`config.mk`:
```
export PLATFORM = sky130hd
export DESIGN_NAME = linear_scan_register_allocator
export DESIGN_NICKNAME = d
export VERILOG_FILES = /design/src/hdl/lsra_pkg.sv /design/src/hdl/lsra_ctrl.sv /design/src/hdl/lsra_dp.sv /design/src/hdl/linear_scan_register_allocator.sv
export SDC_FILE = /design/constraint.sdc
export NUM_CORES = 1
export LEC_CHECK = 0
export ABC_AREA = 1
export BUFFER_PORTS_ARGS = -buffer_cell sky130_fd_sc_hd__buf_2
export CAP_MARGIN = 30
export CORE_MARGIN = 5
export CORE_UTILIZATION = 35
export CTS_CLUSTER_DIAMETER = 60
export DETAILED_ROUTE_END_ITERATION = 12
export GPL_ROUTABILITY_DRIVEN = 1
export PLACE_DENSITY = 0.51
export RECOVER_POWER = 50
export SLEW_MARGIN = 10
export SYNTH_ARGS = -nofsm -noshare
export SYNTH_HDL_FRONTEND = slang
export SYNTH_SLANG_ARGS = --single-unit
```
`constraint.sdc`:
```
create_clock -name clk -period 6.05 [get_ports clk]
set_clock_uncertainty 0.05 [all_clocks]
set_input_delay 1.815 -clock clk [delete_from_list [all_inputs] [get_ports clk]]
set_output_delay 1.815 -clock clk [all_outputs]
set_load 0.01 [all_outputs]
```
`src/hdl/lsra_pkg.sv`:
```
// shared constants, types and control structs for the linear scan allocator
`default_nettype none
package lsra_pkg;

  localparam int NUM_REGS = 7;
  localparam int POS_BITS = 16;
  localparam int ID_BITS  = 16;
  localparam int AGE_BITS = 16;
  localparam int PHYS_W   = 3;
  localparam int CFG_W    = 3;
  localparam int RIDX_W   = (NUM_REGS > 1) ? $clog2(NUM_REGS) : 1;

  localparam logic [CFG_W-1:0] USABLE_RESET = CFG_W'(7);

  localparam logic KIND_CLEAR    = 1'b0;
  localparam logic KIND_INTERVAL = 1'b1;

  typedef enum logic [2:0] {
    ST_IDLE,
    ST_EXPIRE,
    ST_SCAN,
    ST_PLACE,
    ST_FINISH
  } lsra_state_t;

  typedef struct packed {
    logic load;      // latch the accepted request
    logic expire;    // free ended intervals, try a free register or clear
    logic scan;      // one step of the eviction search
    logic evict;     // place over the chosen victim
    logic out_load;  // move the result to the output register
  } lsra_cmd_t;

  typedef struct packed {
    logic is_clear;
    logic found;
    logic scan_last;
    logic out_free;
  } lsra_sts_t;

endpackage
`default_nettype wire

```
`src/hdl/lsra_ctrl.sv`:
```
// controller state machine sequencing one request at a time
`default_nettype none
module lsra_ctrl (
  input  wire logic                clk,
  input  wire logic                rst_n,
  input  wire logic                in_valid,
  output logic                     in_ready,
  input  wire lsra_pkg::lsra_sts_t sts,
  output lsra_pkg::lsra_cmd_t      cmd
);
  import lsra_pkg::*;

  lsra_state_t state_r, state_nxt;

  always_ff @(posedge clk) begin
    if (!rst_n) begin
      state_r <= ST_IDLE;
    end else begin
      state_r <= state_nxt;
    end
  end

  always_comb begin
    state_nxt = state_r;
    unique case (state_r)
      ST_IDLE: begin
        if (in_valid) state_nxt = ST_EXPIRE;
      end
      ST_EXPIRE: begin
        if (sts.is_clear || sts.found) state_nxt = ST_FINISH;
        else                           state_nxt = ST_SCAN;
      end
      ST_SCAN: begin
        if (sts.scan_last) state_nxt = ST_PLACE;
      end
      ST_PLACE: begin
        state_nxt = ST_FINISH;
      end
      ST_FINISH: begin
        if (sts.out_free) state_nxt = ST_IDLE;
      end
      default: state_nxt = ST_IDLE;
    endcase
  end

  always_comb begin
    in_ready     = 1'b0;
    cmd          = '0;
    unique case (state_r)
      ST_IDLE: begin
        in_ready = 1'b1;
        cmd.load = in_valid;
      end
      ST_EXPIRE: cmd.expire = 1'b1;
      ST_SCAN:   cmd.scan   = 1'b1;
      ST_PLACE:  cmd.evict  = 1'b1;
      ST_FINISH: cmd.out_load = sts.out_free;
      default: ;
    endcase
  end

endmodule
`default_nettype wire

```
`src/hdl/lsra_dp.sv`:
```
// datapath: register file state, free search, victim scan and result registers
`default_nettype none
module lsra_dp (
  input  wire logic                         clk,
  input  wire logic                         rst_n,
  input  wire lsra_pkg::lsra_cmd_t          cmd,
  output lsra_pkg::lsra_sts_t               sts,
  input  wire logic                         in_kind,
  input  wire logic [15:0]                  in_virt_id,
  input  wire logic [15:0]                  in_start_pos,
  input  wire logic [15:0]                  in_end_pos,
  input  wire logic                         cfg_valid,
  input  wire logic [lsra_pkg::CFG_W-1:0]   cfg_usable_regs,
  input  wire logic                         out_ready,
  output logic                              out_valid,
  output logic [15:0]                       out_owner_id,
  output logic                              out_got_register,
  output logic [lsra_pkg::PHYS_W-1:0]       out_phys_reg,
  output logic                              out_victim_valid,
  output logic [15:0]                       out_victim_id
);
  import lsra_pkg::*;

  // allocation state
  logic [NUM_REGS-1:0] busy_r, busy_nxt;
  logic [POS_BITS-1:0] end_r   [NUM_REGS];
  logic [ID_BITS-1:0]  owner_r [NUM_REGS];
  logic [AGE_BITS-1:0] age_r   [NUM_REGS];
  logic [AGE_BITS-1:0] age_ctr_r, age_ctr_nxt;
  logic [CFG_W-1:0]    usable_r;

  // current request
  logic                item_kind_r;
  logic [ID_BITS-1:0]  item_id_r;
  logic [POS_BITS-1:0] item_start_r;
  logic [POS_BITS-1:0] item_end_r;

  // victim search
  logic [RIDX_W-1:0]   scan_idx_r;
  logic [POS_BITS-1:0] best_end_r;
  logic [AGE_BITS-1:0] best_age_r;
  logic                vic_valid_r;
  logic [RIDX_W-1:0]   vic_idx_r;

  // result before the output stage
  logic                res_got_r;
  logic [PHYS_W-1:0]   res_phys_r;
  logic                res_vv_r;
  logic [ID_BITS-1:0]  res_vid_r;

  logic                out_valid_r;

  logic [NUM_REGS-1:0] busy_live;
  logic                found;
  logic [RIDX_W-1:0]   found_idx;
  logic [POS_BITS-1:0] cur_end;
  logic [AGE_BITS-1:0] cur_age;
  logic                better;
  logic                place_en;
  logic [RIDX_W-1:0]   place_idx;
  logic                is_clear;

  assign is_clear = (item_kind_r == KIND_CLEAR);

  // free everything that ended before the new start
  always_comb begin
    for (int r = 0; r < NUM_REGS; r++) begin
      busy_live[r] = busy_r[r] && !(end_r[r] < item_start_r);
    end
  end

  // lowest free register under the usable limit
  always_comb begin
    found     = 1'b0;
    found_idx = '0;
    for (int r = 0; r < NUM_REGS; r++) begin
      if (!found && !busy_live[r] && (r < int'(usable_r))) begin
        found     = 1'b1;
        found_idx = RIDX_W'(r);
      end
    end
  end

  // largest end beyond the new end, oldest on ties
  assign cur_end = end_r[scan_idx_r];
  assign cur_age = age_ctr_r - age_r[scan_idx_r];
  assign better  = busy_r[scan_idx_r] &&
                   ((cur_end > best_end_r) ||
                    (vic_valid_r && (cur_end == best_end_r) && (cur_age > best_age_r)));

  always_comb begin
    place_en  = 1'b0;
    place_idx = found_idx;
    if (cmd.expire && !is_clear && found) begin
      place_en = 1'b1;
    end else if (cmd.evict && vic_valid_r) begin
      place_en  = 1'b1;
      place_idx = vic_idx_r;
    end
  end

  always_comb begin
    busy_nxt    = busy_r;
    age_ctr_nxt = age_ctr_r;
    if (cmd.expire && is_clear) begin
      busy_nxt    = '0;
      age_ctr_nxt = '0;
    end else begin
      if (cmd.expire) busy_nxt = busy_live;
      if (place_en) begin
        busy_nxt[place_idx] = 1'b1;
        age_ctr_nxt         = age_ctr_r + AGE_BITS'(1);
      end
    end
  end

  always_ff @(posedge clk) begin
    if (!rst_n) begin
      busy_r      <= '0;
      age_ctr_r   <= '0;
      usable_r    <= USABLE_RESET;
      out_valid_r <= 1'b0;
    end else begin
      busy_r    <= busy_nxt;
      age_ctr_r <= age_ctr_nxt;
      if (cfg_valid) usable_r <= cfg_usable_regs;
      if (cmd.out_load)   out_valid_r <= 1'b1;
      else if (out_ready) out_valid_r <= 1'b0;
    end
  end

  always_ff @(posedge clk) begin
    if (place_en) begin
      end_r[place_idx]   <= item_end_r;
      owner_r[place_idx] <= item_id_r;
      age_r[place_idx]   <= age_ctr_r;
    end
  end

  always_ff @(posedge clk) begin
    if (cmd.load) begin
      item_kind_r  <= in_kind;
      item_id_r    <= in_virt_id;
      item_start_r <= POS_BITS'(in_start_pos);
      item_end_r   <= POS_BITS'(in_end_pos);
    end
    if (cmd.expire) begin
      res_got_r   <= !is_clear && found;
      res_phys_r  <= (!is_clear && found) ? PHYS_W'(found_idx) : '0;
      res_vv_r    <= 1'b0;
      res_vid_r   <= '0;
      scan_idx_r  <= '0;
      best_end_r  <= item_end_r;
      best_age_r  <= '0;
      vic_valid_r <= 1'b0;
      vic_idx_r   <= '0;
    end
    if (cmd.scan) begin
      scan_idx_r <= scan_idx_r + RIDX_W'(1);
      if (better) begin
        best_end_r  <= cur_end;
        best_age_r  <= cur_age;
        vic_valid_r <= 1'b1;
        vic_idx_r   <= scan_idx_r;
      end
    end
    if (cmd.evict && vic_valid_r) begin
      res_got_r  <= 1'b1;
      res_phys_r <= PHYS_W'(vic_idx_r);
      res_vv_r   <= 1'b1;
      res_vid_r  <= owner_r[vic_idx_r];
    end
    if (cmd.out_load) begin
      out_owner_id     <= item_id_r;
      out_got_register <= res_got_r;
      out_phys_reg     <= res_phys_r;
      out_victim_valid <= res_vv_r;
      out_victim_id    <= res_vid_r;
    end
  end

  assign out_valid     = out_valid_r;
  assign sts.is_clear  = is_clear;
  assign sts.found     = found;
  assign sts.scan_last = (scan_idx_r == RIDX_W'(NUM_REGS - 1));
  assign sts.out_free  = !out_valid_r || out_ready;

endmodule
`default_nettype wire

```
`src/hdl/linear_scan_register_allocator.sv`:
```
// linear scan allocator: after a request is accepted, the expire step frees ended
// intervals and takes a free register or handles a clear; if none is free, the
// victim scan visits each physical register, then a placement step runs
// one request in flight; a finished result may wait in the output register
// while the next request is taken; the register file scan and output stalls set the rate
// synchronous active-low reset clears busy bits, age counter and handshakes;
// usable register count resets to 7
`default_nettype none
module linear_scan_register_allocator (
  input  wire logic                       clk,
  input  wire logic                       rst_n,
  input  wire logic                       in_valid,
  output logic                            in_ready,
  input  wire logic                       in_kind,
  input  wire logic [15:0]                in_virt_id,
  input  wire logic [15:0]                in_start_pos,
  input  wire logic [15:0]                in_end_pos,
  output logic                            out_valid,
  input  wire logic                       out_ready,
  output logic [15:0]                     out_owner_id,
  output logic                            out_got_register,
  output logic [lsra_pkg::PHYS_W-1:0]     out_phys_reg,
  output logic                            out_victim_valid,
  output logic [15:0]                     out_victim_id,
  input  wire logic                       cfg_valid,
  output logic                            cfg_ready,
  input  wire logic [lsra_pkg::CFG_W-1:0] cfg_usable_regs
);
  import lsra_pkg::*;

  lsra_cmd_t cmd;
  lsra_sts_t sts;

  assign cfg_ready = 1'b1;

  lsra_ctrl u_ctrl (
    .clk      (clk),
    .rst_n    (rst_n),
    .in_valid (in_valid),
    .in_ready (in_ready),
    .sts      (sts),
    .cmd      (cmd)
  );

  lsra_dp u_dp (
    .clk              (clk),
    .rst_n            (rst_n),
    .cmd              (cmd),
    .sts              (sts),
    .in_kind          (in_kind),
    .in_virt_id       (in_virt_id),
    .in_start_pos     (in_start_pos),
    .in_end_pos       (in_end_pos),
    .cfg_valid        (cfg_valid),
    .cfg_usable_regs  (cfg_usable_regs),
    .out_ready        (out_ready),
    .out_valid        (out_valid),
    .out_owner_id     (out_owner_id),
    .out_got_register (out_got_register),
    .out_phys_reg     (out_phys_reg),
    .out_victim_valid (out_victim_valid),
    .out_victim_id    (out_victim_id)
  );

endmodule
`default_nettype wire

```
==> out/qor.yml <==
outcome: "finished, violations left"
violations: "capacitance limit, slew limit"
fin_crit_sh: 0.854
path_common_cell: "nand2_1"
rsz0062_at_grt: "no"
slowest_stage: "inv_2"
clkPwrFrac: 0.397
largest_register_ffs: 128
hp-class: "reg -> reg"
finalNetCount: 2435
muxShareOfSynthArea: 0.000419
ys_types: 48
finalSetupViolations: 0
worstSetupPathType: "reg -> reg"
syn_area_per_cell_um2: 11.3
core_area_mm2: 0.0674
whs_ns: 0.367
regToRegSetupSlack_ns: 0.88
min_period_ns: 5.17
total_power_mw: 8.46
routed_wl_um: 59300
hpwl_um: 38500
avgViaCountPerCell: 5.09
setup_tns_ns: 0
design_area_mm2: 0.0272
area_growth_pct: 14.0
power_density_mw_per_mm2: 311
hold_viol: 0
synth_top_area_frac: 0.579
cp-start-kind: "flip-flop"
yosys.area.top_type: "edfxtp_1"
root_buffer: "clkbuf_16"
detail_route.wl_per_cell_um: 18.9
grt_pass1_vias: 16149
die_x_um: 271
cts.reportedPaths.clkPinSlew_ns: 0.07
dpl_cell_area_mm2: 0.0254
synth-compound-area-share: 0.114
synth_xor_xnor_area_share: 0.00917
synthesis.area_mm2: 0.0239
gp_congestion: 0.798
max_stage_delay_ns: 0.64
grt_overflow: 0
postRouteAntennaNets: 0
p_sw_mw: 2.15
yosys.area_share.simple: 0.116
rows: 95
cts-hold-fix-buffers: 0
start_util: 0.354
cts_num_sinks: 531
largest_registers: "u_dp.end_r x128, u_dp.age_r x112, u_dp.owner_r x112"
dr.pass1.iters: 5
htreeDepth: 2
synth_fp_nets: 2332
final_common_cell: "edfxtp_1"
cts_resized: 0
worst_slew_pin_slew_ns: 2.24
synthCells: 2119
cap_viol_max_count: 2
slew-limit-headroom: -0.490
io_buffer_count: 95
layout_common_cells: "edfxtp_1 (460), nand2_1 (306), nor2_1 (237), o21ai_0 (218), ha_1 (155)"
dp_cells: 3037
antenna_found_initial: 3
drcViolationCount: 0
gr-usage-all-layers: 0.159
cp.required_ns: 6.48
p_comb_frac: 0.107
regArea_mm2: 0.0152
regMostFlops: "u_dp.end_r"
multi_input_area_mm2: 0.00769
irDropWorstVdd_mv: 0.236
grt_max_degree: 74
dr_total_vias: 16012
p_leak_nw: 10.3
yosys_warnings: 0
cts_tree: "done"
clk_latency_ns: 0.64
drive_above_1_share: 0.109
instances_no_fill: 3144
grt_pass1_wl_um: 92300
intPower_mw: 6.32
synth_area_leaders: "edfxtp_1 (58%), ha_1 (8.1%), dfxtp_1 (6.0%), nand2_1 (4.8%), o21ai_0 (4.6%)"
cts_buffers: 56
final-max-slew-violation-count: 72
die_h_um: 271
critical_path.max_fanout: 48
first_iter_violations: 1036
swShare: 0.254
dieArea_mm2: 0.0735
clockBufferDepth: 3
n_fill_cell: 6360
max_freq_mhz: 194
cp-end-kind: "flip-flop"
ys_ff_latch: 531
seqPwrFrac: 0.496
ys_seq_area_frac: 0.638
synth_fa_ha_area_frac: 0.0821
synth_top_family_by_area: "simple AND/OR/NAND/NOR gates"
post_cts_buffers: 0
num_io_pins: 97
cp.arrival_ns: 5.59
-- final timing paths --
kind                       from                      to  cells past startpoint
max                   flip-flop      u_dp.best_end_r[6]                     31
min          u_dp.res_vid_r[12]  u_dp.out_victim_id[12]                      0
max reg2reg           flip-flop      u_dp.best_end_r[6]                     31
min reg2reg  u_dp.res_vid_r[12]  u_dp.out_victim_id[12]                      0
-- Yosys cell counts, drive strengths merged --
| cell type | number |
|---|---|
| o21ai | 230 |
| a311oi | 14 |
| a31oi | 18 |
| a21oi | 133 |
| clkbuf | 73 |
| or2 | 1 |
| a21o | 3 |
| xnor2 | 5 |
| ha | 155 |
| nand4 | 18 |
| conb | 1 |
| nand2 | 316 |
| nand3 | 65 |
| o31a | 2 |
| dfxtp | 71 |
| mux2i | 1 |
| nor3 | 21 |
| buf | 9 |
| o211ai | 15 |
| o31ai | 3 |
| edfxtp | 460 |
| nand3b | 1 |
| xor2 | 20 |
| a32oi | 1 |
| fa | 1 |
| o22ai | 49 |
| nor2 | 243 |
| o21a | 3 |
| o21bai | 4 |
| inv | 167 |
| o2111ai | 6 |
| nor4 | 5 |
| a211oi | 5 |
-- power by group through the flow --
stage	combinational, mW	sequential [mW]	clock [mW]
final	0.907	4.20	3.36
after global routing	1.05	4.21	3.60
after CTS	0.918	4.20	3.45
after detailed placement	0.912	4.27	0
after global placement	0.887	4.27	0
after floorplan	0.637	4.24	0
-- critical path, delay by kind of cell, from the launching register on --
family          cells  cell delay (ns)
compound gates      9             1.31
flops               1             0.32
simple gates       13             1.15
buf+inv             5             1.17
fa+ha+maj           3             0.87
xor+xnor            1             0.10
-- logic make-up after synthesis --
kind of cell / count (synthesis)
adders and majority gates: 156
xor gates and xnor gates: 25
other: 1
muxes: 1
DFF: 531
AOI/OAI and AO/OA: 486
and+or+nand+nor: 670
buffers and inverters: 249
-- per-stage QoR --
stage | setup WS (ns) | util
after global placement | 1.06 | 0.377
after global routing | 0.333 | 0.404
after detailed placement | 0.934 | 0.377
final | 0.884 | 0.404
after CTS | 0.868 | 0.404
after floorplan | 0.0802 | -
-- layer usage --
layer  track usage  up-vias  part of all wire
met5             0        -           0.00042
met4        0.0362        4             0.017
met3        0.0261       72             0.046
met2         0.270      323              0.48
met1         0.214     7829              0.46
li1              -     7784                 -
-- cell type report --
type | count | area share
Timing Repair Buffer | 127 | 0.0267
Tap cell | 873 | 0.0402
Antenna cell | 2 | 0.000184
Clock inverter | 33 | 0.0115
Sequential cell | 531 | 0.560
Multi-Input combinational cell | 1339 | 0.283
Clock buffer | 72 | 0.0552
Inverter | 167 | 0.0233
(Power assumes the default switching activity.)
